[src/rtl/bbpe_pkg.sv]
// Shared types and constants for the bicubic Bezier patch evaluator.
package bbpe_pkg;
  localparam int COORD_BITS = 32;
  localparam int FRAC_BITS  = 16;
  localparam int TW = FRAC_BITS + 1;

  localparam logic [1:0] CFG_DIV_U = 2'd0;
  localparam logic [1:0] CFG_DIV_V = 2'd1;

  typedef struct packed {
    logic        mode;
    logic [3:0]  point_index;
    logic signed [COORD_BITS-1:0] point_x;
    logic signed [COORD_BITS-1:0] point_y;
    logic signed [COORD_BITS-1:0] point_z;
    logic [7:0]  grid_col;
    logic [7:0]  grid_row;
  } in_item_t;

  typedef struct packed {
    logic signed [COORD_BITS-1:0] pos_x;
    logic signed [COORD_BITS-1:0] pos_y;
    logic signed [COORD_BITS-1:0] pos_z;
    logic [15:0] vertex_index;
    logic        range_error;
  } out_item_t;

  // Job handed from the front end to the evaluation engine.
  typedef struct packed {
    logic [TW-1:0] tu;
    logic [TW-1:0] tv;
    logic [15:0]   vidx;
    logic          err;
  } job_t;

  typedef enum logic [2:0] {
    FE_IDLE, FE_DIV, FE_PUSH
  } fe_state_t;

  typedef enum logic [2:0] {
    BE_IDLE, BE_BW, BE_MAC, BE_DONE
  } be_state_t;
endpackage

[src/rtl/bbpe_queue.sv]
// Two-entry job queue between front end and evaluation engine.
module bbpe_queue import bbpe_pkg::*; (
  input  logic clk,
  input  logic rst_n,
  input  logic wr_valid,
  output logic wr_stall,
  input  job_t wr_data,
  output logic rd_valid,
  input  logic rd_stall,
  output job_t rd_data
);
  job_t mem_r [2];
  logic wp_r, rp_r;
  logic [1:0] cnt_r;
  logic wr, rd;
  assign wr_stall = (cnt_r == 2'd2);
  assign rd_valid = (cnt_r != 2'd0);
  assign wr = wr_valid && !wr_stall;
  assign rd = rd_valid && !rd_stall;
  assign rd_data = mem_r[rp_r];
  always_ff @(posedge clk) if (wr) mem_r[wp_r] <= wr_data;
  always_ff @(posedge clk) begin
    if (!rst_n) begin
      wp_r <= 1'b0; rp_r <= 1'b0; cnt_r <= '0;
    end else begin
      if (wr) wp_r <= !wp_r;
      if (rd) rp_r <= !rp_r;
      cnt_r <= cnt_r + 2'(wr) - 2'(rd);
    end
  end
endmodule

[config.mk]
export PLATFORM = sky130hd
export DESIGN_NAME = bbpe_queue
export DESIGN_NICKNAME = d
export VERILOG_FILES = /design/src/rtl/bbpe_pkg.sv /design/src/rtl/bbpe_queue.sv
export SDC_FILE = /design/constraint.sdc
export NUM_CORES = 1
export LEC_CHECK = 0
export ABC_AREA = 1
export BUFFER_PORTS_ARGS = -buffer_cell sky130_fd_sc_hd__buf_2
export CAP_MARGIN = 5
export CORE_ASPECT_RATIO = 0.75
export CORE_MARGIN = 4
export CORE_UTILIZATION = 40
export CTS_BUF_LIST = sky130_fd_sc_hd__clkbuf_8
export DETAILED_ROUTE_END_ITERATION = 8
export SYNTH_ARGS = -nofsm -noshare
export SYNTH_HDL_FRONTEND = slang
export SYNTH_SLANG_ARGS = --single-unit
[constraint.sdc]
create_clock -name clk -period 4.35 [get_ports clk]
set_input_delay 0.87 -clock clk [delete_from_list [all_inputs] [get_ports clk]]
set_output_delay 0.87 -clock clk [all_outputs]
set_load 0.05 [all_outputs]
; ---- Yosys cells after proc, flatten, opt, wreduce, memory -nomap -nowiden
; Memories as Yosys holds them, arrays and structs flattened. A register that Yosys moved wholly into a read port is not among the register bits.
; Cells that the tools add are included.
[totals]
regBits = 4
ramBits = 102
output_inout_bits = 53
memories = 1
[memory_table]
columns = name, depth, word_bits, rd, rd_clocked_by_memory_dff, wr, line_no
row1 = mem_r, 2, 51, 1, 1, 1, bbpe_queue.sv:12  ; job_t mem_r [2];
[classes]
add_sub_neg = 2
eq_ne = 1
mux = 4
n_reduce_logical = 7
[op_table]
columns = op, n
row1 = logical NOT 1 bit, 4
row2 = 2-to-1 mux 1 bit, 4
row3 = adder 2 x 1 -> 2 bit, 1
row4 = equality test 2 bit (second input constant), 1
row5 = logical AND 1 bit, 2
row6 = nonzero test 2 bit, 1
row7 = subtractor 2 x 1 -> 2 bit, 1

; ---- Depth between registers and ports, before layout
[depth]
ltp_word = 5
mapped_depth = 11

; ---- Worst setup path after synthesis
; OpenSTA, ideal clock, no wires.
[synth_path]
path_kind = in2reg
startpoint = input port wr_valid
endpoint = memory mem_r[0][0] (netlist name) (enable)
t_arrival_ns = 3.077
slack_ns = 0.814
stages = 2
path_buffers = 0
path_cell_list = nand2_1 > nor2_1
[synth_via]
elab_chain_cells = 3
[synth_rtl]
columns = item, line_no
row1 = "start, declared", bbpe_queue.sv:5  ; input logic wr_valid,
row2 = logical AND 1 bit, bbpe_queue.sv:18  ; assign wr = wr_valid && !wr_stall;
row3 = 2-to-1 mux 1 bit, bbpe_queue.sv:21  ; always_ff @(posedge clk) if (wr) mem_r[wp_r] <= wr_data;
row4 = 2-to-1 mux 1 bit (implied by the code), bbpe_queue.sv:21
row5 = "end, declared", bbpe_queue.sv:12
; Every way passes these cells.

==> reports/qor.txt <==
DR iter-0 viols -> 70
# Post-CTS Setup Buffers -> 0
Setup_tns -> 0 ns
CTS Buf Count -> 9
Longest Clk Path Bufs -> 2
Initial core utilization -> 40.8%
Post-Route Utilization -> 48.9%
Sequential share of the synthesized area -> 75.7%
DR DRC count -> 0
Vias/cell -> 4.54
Final Cycle Share -> 66.3%
Area growth, synth to finish -> 19.9%
Die span in x -> 126 um
Unrepaired setup endpoints after global routing -> no
Outcome -> completed
Worst-path fanout max -> 51
Setup violations, final -> 0
Crit-path leading delay family -> flip-flops
R2r worst-path depth -> 5
Commonest non-fill, non-tap cells in the layout -> buf_2 (107), edfxtp_1 (102), mux2_4 (50)
Worst r2r dst -> mem_r[1][2]$_DFFE_PP_
Place WS -> 1.82 ns
Final setup margin -> 1.47 ns
PD cells -> 635 nW/um^2
Max_cap viols -> 0
Final hold slack -> 0.515 ns
Clk pin slew, worst setup/hold paths -> 0.09 ns
Post-route antenna net violation count -> 0
# diodes -> 0
Flop2flop setup slack -> 2.46 ns
FP Rows -> 32
CP endpoint kind -> output pin
Mapped Avg Cell Area -> 21.3 um^2
Setup CP Type -> reg -> out
Mapped Cells -> 196
CP required -> 3.48 ns
Largest net degree at the start of global routing -> 52
CTS H-tree lvls -> 3
Die area -> 12200 um^2
Final GP Congestion -> 0.711
CTS tree -> yes
CTS resizes -> 0
Cts-stage hold buffer count -> 0
Synthesized Nets -> 253
Switching part of the total -> 37.1%
Later-pin clock latency in the skew report -> 0.36 ns
Static Leakage -> 2.01 nW
Crit path cell chain -> mux2_2 > buf_2
Vias in the first global route -> 2081
Crit path max-delay cell type -> dfxtp_4
Worst setup SP type -> register
Die height -> 96.5 um
Initial antenna violation count -> 0
Final min period -> 2.88 ns
Max stage delay on crit path -> 0.96 ns
Unique masters post-synth -> 12
Pins over their slew limit -> 0
CP bufs+invs -> 1
Cell Area, Synth -> 4180 um^2
DP Wirelength -> 4580 um
Port bufs -> 107
Nets -> 368
Global-route wire length before repair -> 10300 um
Worst path arrival time -> 2.01 ns
Overall Global Routing Usage -> 11.4%
P_sw -> 0.00118 W
Top Ports -> 108
Crit path to -> rd_data[50]
Maximum VDD drop -> 0.378 mV
Core box area -> 10200 um^2
Int Pwr -> 0.00200 W
Share of cells above drive strength 1 -> 56.2%
Root buffer cell -> clkbuf_8
Drt total wl -> 6910 um
Critical Path Stages -> 2
Rel. slew slack -> 34.0%
Sequential share of power -> 44.6%
Most common cell after layout, fill and taps aside -> buf_2
Total power -> 0.00318 W
FF-to-FF Start -> cnt_r[0]$_SDFF_PN0_
Worst slew pin tran -> 0.990 ns
Clock share of power -> 19.6%
Combinational power share -> 35.9%
Grt ovf -> 0
Hold Crit Class -> reg -> reg
Drt first pass iters -> 4
Clock sinks -> 107
Clk_skew -> 0.00507 ns
Number of hold violations in the final report -> 0
Yosys warns -> 0
DR vias -> 2049
Peak Freq -> 0.347 GHz
WL per Instance -> 15.3 um
Seq cells post-synth -> 107
## worst min-delay path by stage
stage / slack [ns] / start / end / cells after the start
6_report: 0.52 / rp_r$_SDFFE_PN0P_ / register / 2
5_1_grt: 0.54 / rp_r$_SDFFE_PN0P_ / rp_r$_SDFFE_PN0P_ / 2
4_1_cts: 0.53 / rp_r$_SDFFE_PN0P_ / rp_r$_SDFFE_PN0P_ / 2
3_5_place_dp: 0.49 / rp_r$_SDFFE_PN0P_ / register / 2
3_3_place_gp: 0.49 / rp_r$_SDFFE_PN0P_ / rp_r$_SDFFE_PN0P_ / 2
2_1_floorplan: 0.47 / rp_r$_SDFFE_PN0P_ / register / 2
## power by group through the flow
stage	clock (W)	sequential [W]	combinational, W
floorplan	0	0.00136	0.00105
global placement	0	0.00144	0.00115
detailed placement	0	0.00145	0.00116
CTS	0.000642	0.00143	0.00116
global route	0.000689	0.00144	0.00121
finish	0.000623	0.00142	0.00114
## per-stage QoR
stage / std cells / area [um^2]
2_1_floorplan: 196 / 4180
3_3_place_gp: 436 / 4810
3_5_place_dp: 436 / 4810
4_1_cts: 451 / 5010
5_1_grt: 451 / 5010
6_report: 451 / 5010
## Yosys cell counts
| cell type | number | area [um^2] |
|---|---|---|
| mux2_4 | 50 | 751 |
| nor2_1 | 8 | 30.0 |
| edfxtp_1 | 102 | 3060 |
| inv_1 | 8 | 30.0 |
| a21oi_1 | 2 | 10.0 |
| buf_12 | 5 | 100 |
| buf_6 | 1 | 11.3 |
| ha_1 | 2 | 25.0 |
| nand3_1 | 3 | 15.0 |
| mux2_2 | 1 | 11.3 |
| nand2_1 | 9 | 33.8 |
| dfxtp_1 | 5 | 100 |
## final cells by class
cell class	count	area (um^2)
clock buffer	9	124
clock inverter	6	81.3
fill	883	5240
inverter	8	30.0
multi-input combinational	75	883
sequential	107	3170
tap	136	170
timing repair buffer	110	558
## per-layer routing
layer	GRT usage (%)	routed length [um]	vias up
met3	5.88	612	10
met2	18.2	3180	76
li1	-	-	967
met1	13.4	3030	996
met5	0	0	-
met4	4.02	86	0
## registers in the layout, summed over array words and instances (netlist names), named ones only
name   cells
rp_r       1
mem_r    102
wp_r       1
cnt_r      2
## worst reg2reg max path, stage by stage, from the launching register on
cell and delay [ns]:
dfxtp_1 0.36, inv_1 0.06, nand2_1 0.13, nand3_1 0.12
inv_2 0.39, buf_4 0.49
## logic make-up after synthesis
| kind of cell | after synthesis | synth area share (%) |
|---|---|---|
| AOI/OAI and AO/OA | 2 | 0.239 |
| adders and majority gates | 2 | 0.599 |
| buffers and inverters | 14 | 3.38 |
| DFF | 107 | 75.7 |
| muxes | 51 | 18.2 |
| and+or+nand+nor | 20 | 1.89 |
No activity file was read; power rests on OpenSTA's default activity.
