===== config.mk =====
export PLATFORM = sky130hd
export DESIGN_NAME = bbpe_front
export DESIGN_NICKNAME = d
export VERILOG_FILES = /design/src/rtl/bbpe_pkg.sv /design/src/rtl/bbpe_front.sv
export SDC_FILE = /design/constraint.sdc
export NUM_CORES = 2
export LEC_CHECK = 0
export BUFFER_PORTS_ARGS = -buffer_cell sky130_fd_sc_hd__buf_2
export CAP_MARGIN = 20
export CELL_PAD_IN_SITES_DETAIL_PLACEMENT = 2
export CELL_PAD_IN_SITES_GLOBAL_PLACEMENT = 2
export CORE_AREA = 2 2 416 418
export CTS_CLUSTER_SIZE = 14
export DETAILED_ROUTE_END_ITERATION = 8
export DIE_AREA = 0 0 418 420
export PLACE_DENSITY_LB_ADDON = 0.1
export SLEW_MARGIN = 5
export SYNTH_ARGS = -nofsm -noshare
export SYNTH_HDL_FRONTEND = slang
export SYNTH_SLANG_ARGS = --single-unit

===== constraint.sdc =====
create_clock -name clk -period 17 [get_ports clk]
set_clock_uncertainty 0.1 [all_clocks]
set_input_delay 0.85 -clock clk [delete_from_list [all_inputs] [get_ports clk]]
set_output_delay 0.85 -clock clk [all_outputs]
set_load 0.1 [all_outputs]

===== src/rtl/bbpe_pkg.sv =====
// Shared types and constants for the bicubic Bezier patch evaluator.
package bbpe_pkg;
  localparam int COORD_BITS = 32;
  localparam int FRAC_BITS  = 16;
  localparam int TW = FRAC_BITS + 1;

  localparam logic [1:0] CFG_DIV_U = 2'd0;
  localparam logic [1:0] CFG_DIV_V = 2'd1;

  typedef struct packed {
    logic        mode;
    logic [3:0]  point_index;
    logic signed [COORD_BITS-1:0] point_x;
    logic signed [COORD_BITS-1:0] point_y;
    logic signed [COORD_BITS-1:0] point_z;
    logic [7:0]  grid_col;
    logic [7:0]  grid_row;
  } in_item_t;

  typedef struct packed {
    logic signed [COORD_BITS-1:0] pos_x;
    logic signed [COORD_BITS-1:0] pos_y;
    logic signed [COORD_BITS-1:0] pos_z;
    logic [15:0] vertex_index;
    logic        range_error;
  } out_item_t;

  // Job handed from the front end to the evaluation engine.
  typedef struct packed {
    logic [TW-1:0] tu;
    logic [TW-1:0] tv;
    logic [15:0]   vidx;
    logic          err;
  } job_t;

  typedef enum logic [2:0] {
    FE_IDLE, FE_DIV, FE_PUSH
  } fe_state_t;

  typedef enum logic [2:0] {
    BE_IDLE, BE_BW, BE_MAC, BE_DONE
  } be_state_t;
endpackage


===== src/rtl/bbpe_front.sv =====
// Front end: takes items, stores control points, forms u and v by restoring division.
module bbpe_front import bbpe_pkg::*; (
  input  logic      clk,
  input  logic      rst_n,
  input  logic      cfg_we,
  input  logic [1:0] cfg_index,
  input  logic [7:0] cfg_data,
  input  logic      in_valid,
  output logic      in_stall,
  input  in_item_t  in_data,
  input  logic      back_busy,
  output logic      job_valid,
  input  logic      job_stall,
  output job_t      job,
  input  logic [3:0] rd_addr,
  output logic [3*COORD_BITS-1:0] rd_data
);
  localparam int NB = FRAC_BITS + 8;

  logic [7:0] div_u_r, div_v_r;
  logic [3*COORD_BITS-1:0] pts_r [16];
  logic [15:0] pv_r;
  fe_state_t st_r, st_nxt;
  logic [NB-1:0] qu_r, qv_r, qu_nxt, qv_nxt;
  logic [8:0] ru_r, rv_r, ru_nxt, rv_nxt;
  logic [4:0] cnt_r;
  logic [7:0] du_r, dv_r;
  logic [15:0] vidx_r;
  logic err_r;

  always_ff @(posedge clk) begin
    if (!rst_n) begin
      div_u_r <= 8'd1;
      div_v_r <= 8'd1;
    end else if (cfg_we) begin
      if (cfg_index == CFG_DIV_U) div_u_r <= cfg_data;
      if (cfg_index == CFG_DIV_V) div_v_r <= cfg_data;
    end
  end

  logic take;
  // A load waits until no evaluation that still reads the point store is left behind it.
  assign in_stall = (st_r != FE_IDLE) || (!in_data.mode && back_busy);
  assign take = in_valid && !in_stall;

  // Valid bits stand in for clearing the point store at reset.
  always_ff @(posedge clk) begin
    if (!rst_n) pv_r <= '0;
    else if (take && !in_data.mode) pv_r[in_data.point_index] <= 1'b1;
  end
  always_ff @(posedge clk) begin
    if (take && !in_data.mode)
      pts_r[in_data.point_index] <= {in_data.point_x, in_data.point_y, in_data.point_z};
  end
  assign rd_data = pv_r[rd_addr] ? pts_r[rd_addr] : '0;

  always_comb begin
    st_nxt = st_r;
    case (st_r)
      FE_IDLE: if (take && in_data.mode) st_nxt = FE_DIV;
      FE_DIV:  if (cnt_r == 5'd0) st_nxt = FE_PUSH;
      FE_PUSH: if (!job_stall) st_nxt = FE_IDLE;
      default: st_nxt = FE_IDLE;
    endcase
  end
  always_ff @(posedge clk) begin
    if (!rst_n) st_r <= FE_IDLE;
    else st_r <= st_nxt;
  end

  // One quotient bit per cycle for both directions.
  always_comb begin
    logic [9:0] tu, tv;
    logic bu, bv;
    bu = (qu_r[NB-1]);
    bv = (qv_r[NB-1]);
    tu = {ru_r, bu} - {2'b0, du_r};
    tv = {rv_r, bv} - {2'b0, dv_r};
    qu_nxt = {qu_r[NB-2:0], !tu[9]};
    qv_nxt = {qv_r[NB-2:0], !tv[9]};
    ru_nxt = tu[9] ? {ru_r[7:0], bu} : tu[8:0];
    rv_nxt = tv[9] ? {rv_r[7:0], bv} : tv[8:0];
  end

  always_ff @(posedge clk) begin
    if (!rst_n) cnt_r <= '0;
    else if (take && in_data.mode) cnt_r <= 5'(NB - 1);
    else if (st_r == FE_DIV) cnt_r <= cnt_r - 5'd1;
  end

  always_ff @(posedge clk) begin
    logic [7:0] du, dv;
    du = (div_u_r == 8'd0) ? 8'd1 : div_u_r;
    dv = (div_v_r == 8'd0) ? 8'd1 : div_v_r;
    if (take && in_data.mode) begin
      du_r <= du;
      dv_r <= dv;
      qu_r <= {in_data.grid_col, FRAC_BITS'(0)};
      qv_r <= {in_data.grid_row, FRAC_BITS'(0)};
      ru_r <= '0;
      rv_r <= '0;
      err_r <= (in_data.grid_col > du) || (in_data.grid_row > dv);
      vidx_r <= 16'(in_data.grid_col) + (16'(du) + 16'd1) * 16'(in_data.grid_row);
    end else if (st_r == FE_DIV) begin
      qu_r <= qu_nxt;
      qv_r <= qv_nxt;
      ru_r <= ru_nxt;
      rv_r <= rv_nxt;
    end
  end

  assign job_valid = (st_r == FE_PUSH);
  assign job = {err_r ? TW'(0) : qu_r[TW-1:0], err_r ? TW'(0) : qv_r[TW-1:0],
                err_r ? 16'd0 : vidx_r, err_r};
endmodule


# Word level (Yosys, flattened, before mapping)
# Memories as Yosys holds them, arrays and structs flattened.
# Cells that the tools add are included.
# W data, S select, Z words.
op_classes:
  add_sub_neg: 5
  mul: 1
  order_cmp: 5
  eq_ne: 6
  n_mux: 24
  bitwise: 2
  reduce_logical: 22
op_table:
  columns: ["operator", "n"]
  rows:
  - ["$mux W24", 4]
  - ["$mux W96", 1]
  - ["$mux W17", 2]
  - ["$sub A10 B8 Y10", 2]
  - ["$mux W9", 2]
  - ["$add A8 B16 Y16", 1]
  - ["$gt A8 B8 Y1", 2]
  - ["$logic_not A8 Y1", 2]
  - ["$mul A9 B8 Y16", 1]
  - ["$mux W16", 1]
  - ["$mux W8", 2]
  - ["$or A16 B16 Y16", 1]
  - ["$lt A4 B5 Y1 const B", 2]
  - ["$mux W5", 2]
  - ["$add A8 B1 Y9 const B", 1]
  - ["$mux W3", 3]
  - ["$pmux W3 S3", 1]
  - ["$ne A2 B2 Y1 const B", 3]
  - ["$logic_and A1 B1 Y1", 5]
  - ["$logic_not A5 Y1", 1]
  - ["$sub A5 B1 Y5 const B", 1]
  - ["$bmux W1 S4", 1]
  - ["$demux W1 S4", 1]
  - ["$ge A4 B1 Y1 const B", 1]
  - ["other kinds (14)", 22]
totals:
  regBits: 139
  mem_bits_rw: 1536
  input_bits: 137
  out_inout_bits: 149
  wordCells: 82
  n_memories: 1
mem_list:
  columns: ["name", "depth", "width", "read_ports", "rd_ports_with_merged_regs", "wr", "line_no", "text"]
  rows:
  - ["pts_r", 16, 96, 1, 0, 1, "bbpe_front.sv:21", "logic [3*COORD_BITS-1:0] pts_r [16];"]

# Depth between registers and ports, before layout
logic_depth:
  depth_word: 8
  depth_mapped: 20
  ltp_nobuf: 20

# Worst setup path after synthesis
# OpenSTA, ideal clock, no wires.
synth_path:
  path_kind: "input -> register"
  startpoint: "input in_data[116] (netlist bit)"
  endpoint: "memory pts_r[0][0] (netlist bit) (enable)"
  setup_time_ps: 672
  arrival_ps: 7961
  required_ps: 16228
  path_slack_ps: 8267
  cell_stages: 4
  n_path_buf: 0
  path_cell_list: "nor2_1 -> nand3_1 -> or3_1 -> nor3_1"
synth_via:
  elab_chain_cells: 8
synth_lines:
  columns: ["element", "line_no", "text"]
  rows:
  - ["start: declaration", "bbpe_front.sv:10", "input in_item_t in_data,"]
  - ["$logic_not A1 Y1 *", "bbpe_front.sv:43, bbpe_front.sv:52", null]
  - ["$logic_and A1 B1 Y1", "bbpe_front.sv:43", "assign in_stall = (st_r != FE_IDLE) || (!in_data.mode && back_busy);"]
  - ["$logic_or A1 B1 Y1", "bbpe_front.sv:43", null]
  - ["$logic_not A1 Y1", "bbpe_front.sv:44", "assign take = in_valid && !in_stall;"]
  - ["$logic_and A1 B1 Y1", "bbpe_front.sv:44", null]
  - ["$logic_and A1 B1 Y1 *", "bbpe_front.sv:52", "if (take && !in_data.mode)"]
  - ["$mux W1 *", "bbpe_front.sv:52", null]
  - ["$mux W1 (not written as such) *", "bbpe_front.sv:53", "pts_r[in_data.point_index] <= {in_data.point_x, in_data.point_y, in_data.point_z};"]
  - ["end: declaration", "bbpe_front.sv:21", null]
# Mark *: on every way between the ends. The rest lies on a longest branch, timed or not.

# Worst setup path after layout
layout_path:
  startpoint: "input rd_addr[0]"
  endpoint: "output rd_data[58]"
layout_via:
  elab_chain_cells: 3
  elab_cells_between_ends: 4
  cone_classes: "mux: 3; memory: 1"
layout_lines:
  columns: ["element", "line_no", "text"]
  rows:
  - ["start: declaration", "bbpe_front.sv:15", "input logic [3:0] rd_addr,"]
  - ["$bmux W1 S4", "bbpe_front.sv:55", "assign rd_data = pv_r[rd_addr] ? pts_r[rd_addr] : '0;"]
  - ["$mux W1 (not written as such)", "bbpe_front.sv:55", null]
  - ["$mux W96 *", "bbpe_front.sv:55", null]
  - ["end: declaration", "bbpe_front.sv:16", "output logic [3*COORD_BITS-1:0] rd_data"]
# Mark *: on every way between the ends. The rest lies on a longest branch, timed or not. The select of a mux whose other input is x is not followed.

==> load_flow_metrics.sql <==
INSERT INTO impl_metrics (metric_group, metric, value, unit) VALUES
('run_status', 'outcome', 'finished clean', ''),
('critical_path', 'reg2reg_depth', '17', ''),
('critical_path', 'reg2reg_setup_slack', '10.98', 'ns'),
('clocking', 'cts.path.max_buffers', '3', ''),
('yosys', 'synth_sequential_area_ratio', '72.4', '%'),
('cells_and_area', 'instances_no_fill', '6154', ''),
('yosys', 'synthArstFlopShare', '0', '%'),
('yosys', 'synth.net_count', '3674', ''),
('critical_path', 'crit_path_start', 'rd_addr[0]', ''),
('yosys', 'synth_largest_area_cell', 'sky130_fd_sc_hd__edfxtp_1', ''),
('floorplanning', 'floorplan.die_area', '176000', 'um^2'),
('flow_run', 'number_of_maximum_capacitance_violations', '0', ''),
('floorplanning', 'initial_core_util', '39.9', '%'),
('cells_and_area', 'post_route_cells_drive_above_1_share', '29.0', '%'),
('cells_and_area', 'num-fill-cells', '15400', ''),
('global_route', 'via_count_of_the_first_global_routing_pass', '38700', ''),
('worst_hold_path', 'timing.hold.worst.class', 'in -> reg', ''),
('drt', 'total_detailed_routing_wirelength', '189', 'mm'),
('critical_path', 'worst_path_class_setup', 'in -> out', ''),
('clocking', 'cts-resized-gates', '0', ''),
('place', 'gp_routability_congestion', '0.726', ''),
('power_and_ir_drop', 'power.ir.vdd_worst', '0.106', 'mV'),
('critical_path', 'critPathCaptureType', 'output pin', ''),
('clocking', 'htreeDepth', '4', ''),
('cells_and_area', 'synthToLayoutAreaGrowth', '14.4', '%'),
('sta', 'setup-tns-final', '0', 'ns'),
('clocking', 'clkLatencyLatePin', '0.81', 'ns'),
('yosys', 'number_of_synthesized_register_bits', '1674', ''),
('clocking', 'clock_sink_count', '1674', ''),
('clocking', 'clock_tree_from_tritoncts', 'built', ''),
('place', 'port-buffer-count', '285', ''),
('yosys', 'syn-cell-area', '68200', 'um^2'),
('critical_path', 'critPathLaunchType', 'input pin', ''),
('clocking', 'worst_setup_hold_path_clk_slew', '0.06', 'ns'),
('yosys', 'synthFlopType', 'sky130_fd_sc_hd__edfxtp_1', ''),
('sta', 'slew_headroom', '27.4', '%'),
('drt', 'routed-via-count', '34400', ''),
('floorplanning', 'cell_row_count', '152', ''),
('yosys', 'synth_area_leaders', 'sky130_fd_sc_hd__edfxtp_1 (70%), sky130_fd_sc_hd__mux4_2 (13%), sky130_fd_sc_hd__dfxtp_1 (2.6%)', ''),
('yosys', 'synth-warning-count', '0', ''),
('drt', 'drt.antenna.violating_nets', '0', ''),
('sta', 'tightestPinTransition', '1.08', 'ns'),
('cells_and_area', 'final_net_count', '4019', ''),
('sta', 'timing.final.crit_share', '43.2', '%'),
('yosys', 'synthesis.instances', '3416', ''),
('sta', 'maxClockFrequency', '136', 'MHz'),
('drt', 'routedWlPerCell', '30.7', 'um'),
('place', 'post_dp_cell_area', '72100', 'um^2'),
('place', 'dp.final_hpwl', '105', 'mm'),
('sta', 'timing.final.crit_period', '7.34', 'ns'),
('sta', 'timing.final.setup_violations', '0', ''),
('power_and_ir_drop', 'power', '9.15', 'mW'),
('critical_path', 'r2r_start', 'div_u_r[0]$_SDFFE_PN1P_', ''),
('global_route', 'grt_max_degree', '98', ''),
('global_route', 'groute.usage.overall', '21.7', '%'),
('drt', 'first_pass_iters', '7', ''),
('yosys', 'netlist-cell-type-count', '59', ''),
('clocking', 'cts_made_buffers', '181', ''),
('cells_and_area', 'finish.utilization', '45.6', '%'),
('floorplanning', 'design.core.area', '171000', 'um^2'),
('critical_path', 'timing.critical_path.arrival', '6.39', 'ns'),
('cells_and_area', 'non_filler_cell_area_final', '78000', 'um^2'),
('critical_path', 'critical_path_peak_fanout', '67', ''),
('yosys', 'avgSynthCellArea', '20.0', 'um^2'),
('sta', 'final_max_slew_viol_count', '0', ''),
('critical_path', 'reg2reg_to', 'vidx_r[15]$_DFFE_PP_', ''),
('sta', 'rsz_0062_raised_after_global_routing', 'no', ''),
('yosys', 'synth_enable_flop_cells', '1585', ''),
('drt', 'drt_first_iter_violations', '2306', ''),
('critical_path', 'worst_setup_path_endpoint', 'rd_data[58]', ''),
('floorplanning', 'die_w', '418', 'um');
layout by cell type (no fill, tap or decap), types with 7 or more instances in the layout:
master,n
sky130_fd_sc_hd__mux2_2,100
sky130_fd_sc_hd__fa_1,51
sky130_fd_sc_hd__mux2i_1,119
sky130_fd_sc_hd__a21o_1,9
sky130_fd_sc_hd__xnor2_1,29
sky130_fd_sc_hd__inv_16,7
sky130_fd_sc_hd__buf_4,70
sky130_fd_sc_hd__inv_1,120
sky130_fd_sc_hd__o21ai_0,21
sky130_fd_sc_hd__edfxtp_1,1585
sky130_fd_sc_hd__and2_1,44
sky130_fd_sc_hd__o21a_1,19
sky130_fd_sc_hd__o31ai_1,98
sky130_fd_sc_hd__clkinv_1,33
sky130_fd_sc_hd__clkinv_2,39
sky130_fd_sc_hd__buf_2,281
sky130_fd_sc_hd__a21oi_1,21
sky130_fd_sc_hd__clkbuf_1,46
sky130_fd_sc_hd__clkbuf_16,187
sky130_fd_sc_hd__nor2_4,12
sky130_fd_sc_hd__a31oi_1,8
sky130_fd_sc_hd__nor3_1,14
sky130_fd_sc_hd__ha_1,70
sky130_fd_sc_hd__nor2_1,64
sky130_fd_sc_hd__nand3b_1,7
sky130_fd_sc_hd__a22o_1,47
sky130_fd_sc_hd__nand2b_1,8
sky130_fd_sc_hd__mux4_2,388
sky130_fd_sc_hd__nand2_1,53
sky130_fd_sc_hd__bufinv_16,11
sky130_fd_sc_hd__nand3_1,106
sky130_fd_sc_hd__dfxtp_1,89
sky130_fd_sc_hd__nor2b_1,64
worst max-delay path, cell delays in order:
cell and delay [ns]:
sky130_fd_sc_hd__buf_8 0.54, sky130_fd_sc_hd__buf_4 0.62, sky130_fd_sc_hd__buf_4 0.76, sky130_fd_sc_hd__buf_4 0.87, sky130_fd_sc_hd__buf_4 0.87, sky130_fd_sc_hd__mux4_2 0.37, sky130_fd_sc_hd__mux2i_1 0.08, sky130_fd_sc_hd__o31ai_1 0.60
sky130_fd_sc_hd__buf_2 0.55
power breakdown:
part	internal, mW	switching (mW)	total, mW
logic	0.271	0.412	0.683
registers	4.56	0.0333	4.59
clock network	2.22	1.66	3.87
final cells by class:
type | count | area [um^2] | share of cell area [%]
Sequential cell | 1674 | 49400 | 63.3
Multi-Input combinational cell | 1424 | 17400 | 22.3
Clock buffer | 238 | 4920 | 6.31
Tap cell | 2233 | 2790 | 3.58
Timing Repair Buffer | 359 | 2090 | 2.68
Clock inverter | 99 | 905 | 1.16
Inverter | 121 | 454 | 0.583
Antenna cell | 6 | 15.0 | 0.0193
per-stage QoR:
stage,hold WS (ns),setup slack [ns]
after floorplan,0.335,8.27
after global placement,0.342,9.44
after detailed placement,0.353,9.39
after CTS,0.144,9.42
after global routing,0.187,9.02
final,0.211,9.66
logic make-up (layout without fill, tap and decap cells):
logic type / after synthesis / in the layout / synth area share [%]
AO/OA/AOI/OAI: 260 / 260 / 2.80
XOR/XNOR: 37 / 37 / 0.531
adder cells (fa/ha/maj): 121 / 121 / 2.78
buffers and inverters: 318 / 817 / 2.22
flip-flops: 1674 / 1674 / 72.4
multiplexers: 609 / 609 / 16.3
other: 0 / 6 / 0
AND/OR/NAND/NOR: 397 / 397 / 2.96
cells in the mapped netlist (all sizes together), types with 2 or more instances:
| library cell | count |
|---|---|
| a211o | 2 |
| a211oi | 5 |
| a21o | 9 |
| a21oi | 21 |
| a221o | 2 |
| a22o | 47 |
| a22oi | 2 |
| a31oi | 8 |
| and2 | 44 |
| and3 | 3 |
| buf | 118 |
| clkbuf | 79 |
| dfxtp | 89 |
| edfxtp | 1585 |
| fa | 51 |
| ha | 70 |
| inv | 120 |
| mux2 | 101 |
| mux2i | 120 |
| mux4 | 388 |
| nand2 | 53 |
| nand2b | 8 |
| nand3 | 106 |
| nand3b | 7 |
| nand4 | 5 |
| nor2 | 77 |
| nor2b | 65 |
| nor3 | 18 |
| nor4 | 3 |
| o2111a | 2 |
| o2111ai | 3 |
| o211ai | 2 |
| o21a | 21 |
| o21ai | 27 |
| o21bai | 2 |
| o22ai | 4 |
| o31ai | 98 |
| o32a | 2 |
| or2 | 4 |
| xnor2 | 31 |
| xor2 | 6 |
sequential cells by signal (all words and copies together) (netlist names):
signal	count
ru_r	9
div_u_r	8
du_r	8
vidx_r	16
pv_r	16
dv_r	8
div_v_r	8
cnt_r	5
st_r	2
qv_r	24
pts_r	1536
rv_r	9
err_r	1
qu_r	24
metal layers:
metal	share of wire, %	global-route usage, %	vias to the layer above
met1	42	27.9	18800
met4	2.1	5.16	28
met2	52	38.6	682
li1	-	-	14600
met3	3.7	3.33	272
met5	0.097	0	-
worst min path at each step:
stage	slack, ns	end	depth (start not counted)	from
final	0.21	st_r[1]$_SDFFE_PN0P_	3	job_stall
after global routing	0.19	st_r[1]$_SDFFE_PN0P_	3	job_stall
after CTS	0.14	div_v_r[7]$_SDFFE_PN0P_	3	cfg_data[7]
after detailed placement	0.35	pv_r[12]$_SDFFE_PN0P_	1	pv_r[12]$_SDFFE_PN0P_
after global placement	0.34	pv_r[14]$_SDFFE_PN0P_	1	pv_r[14]$_SDFFE_PN0P_
after floorplan	0.34	pv_r[4]$_SDFFE_PN0P_	1	pv_r[4]$_SDFFE_PN0P_
Note: power is estimated with default switching activity, not from simulation.
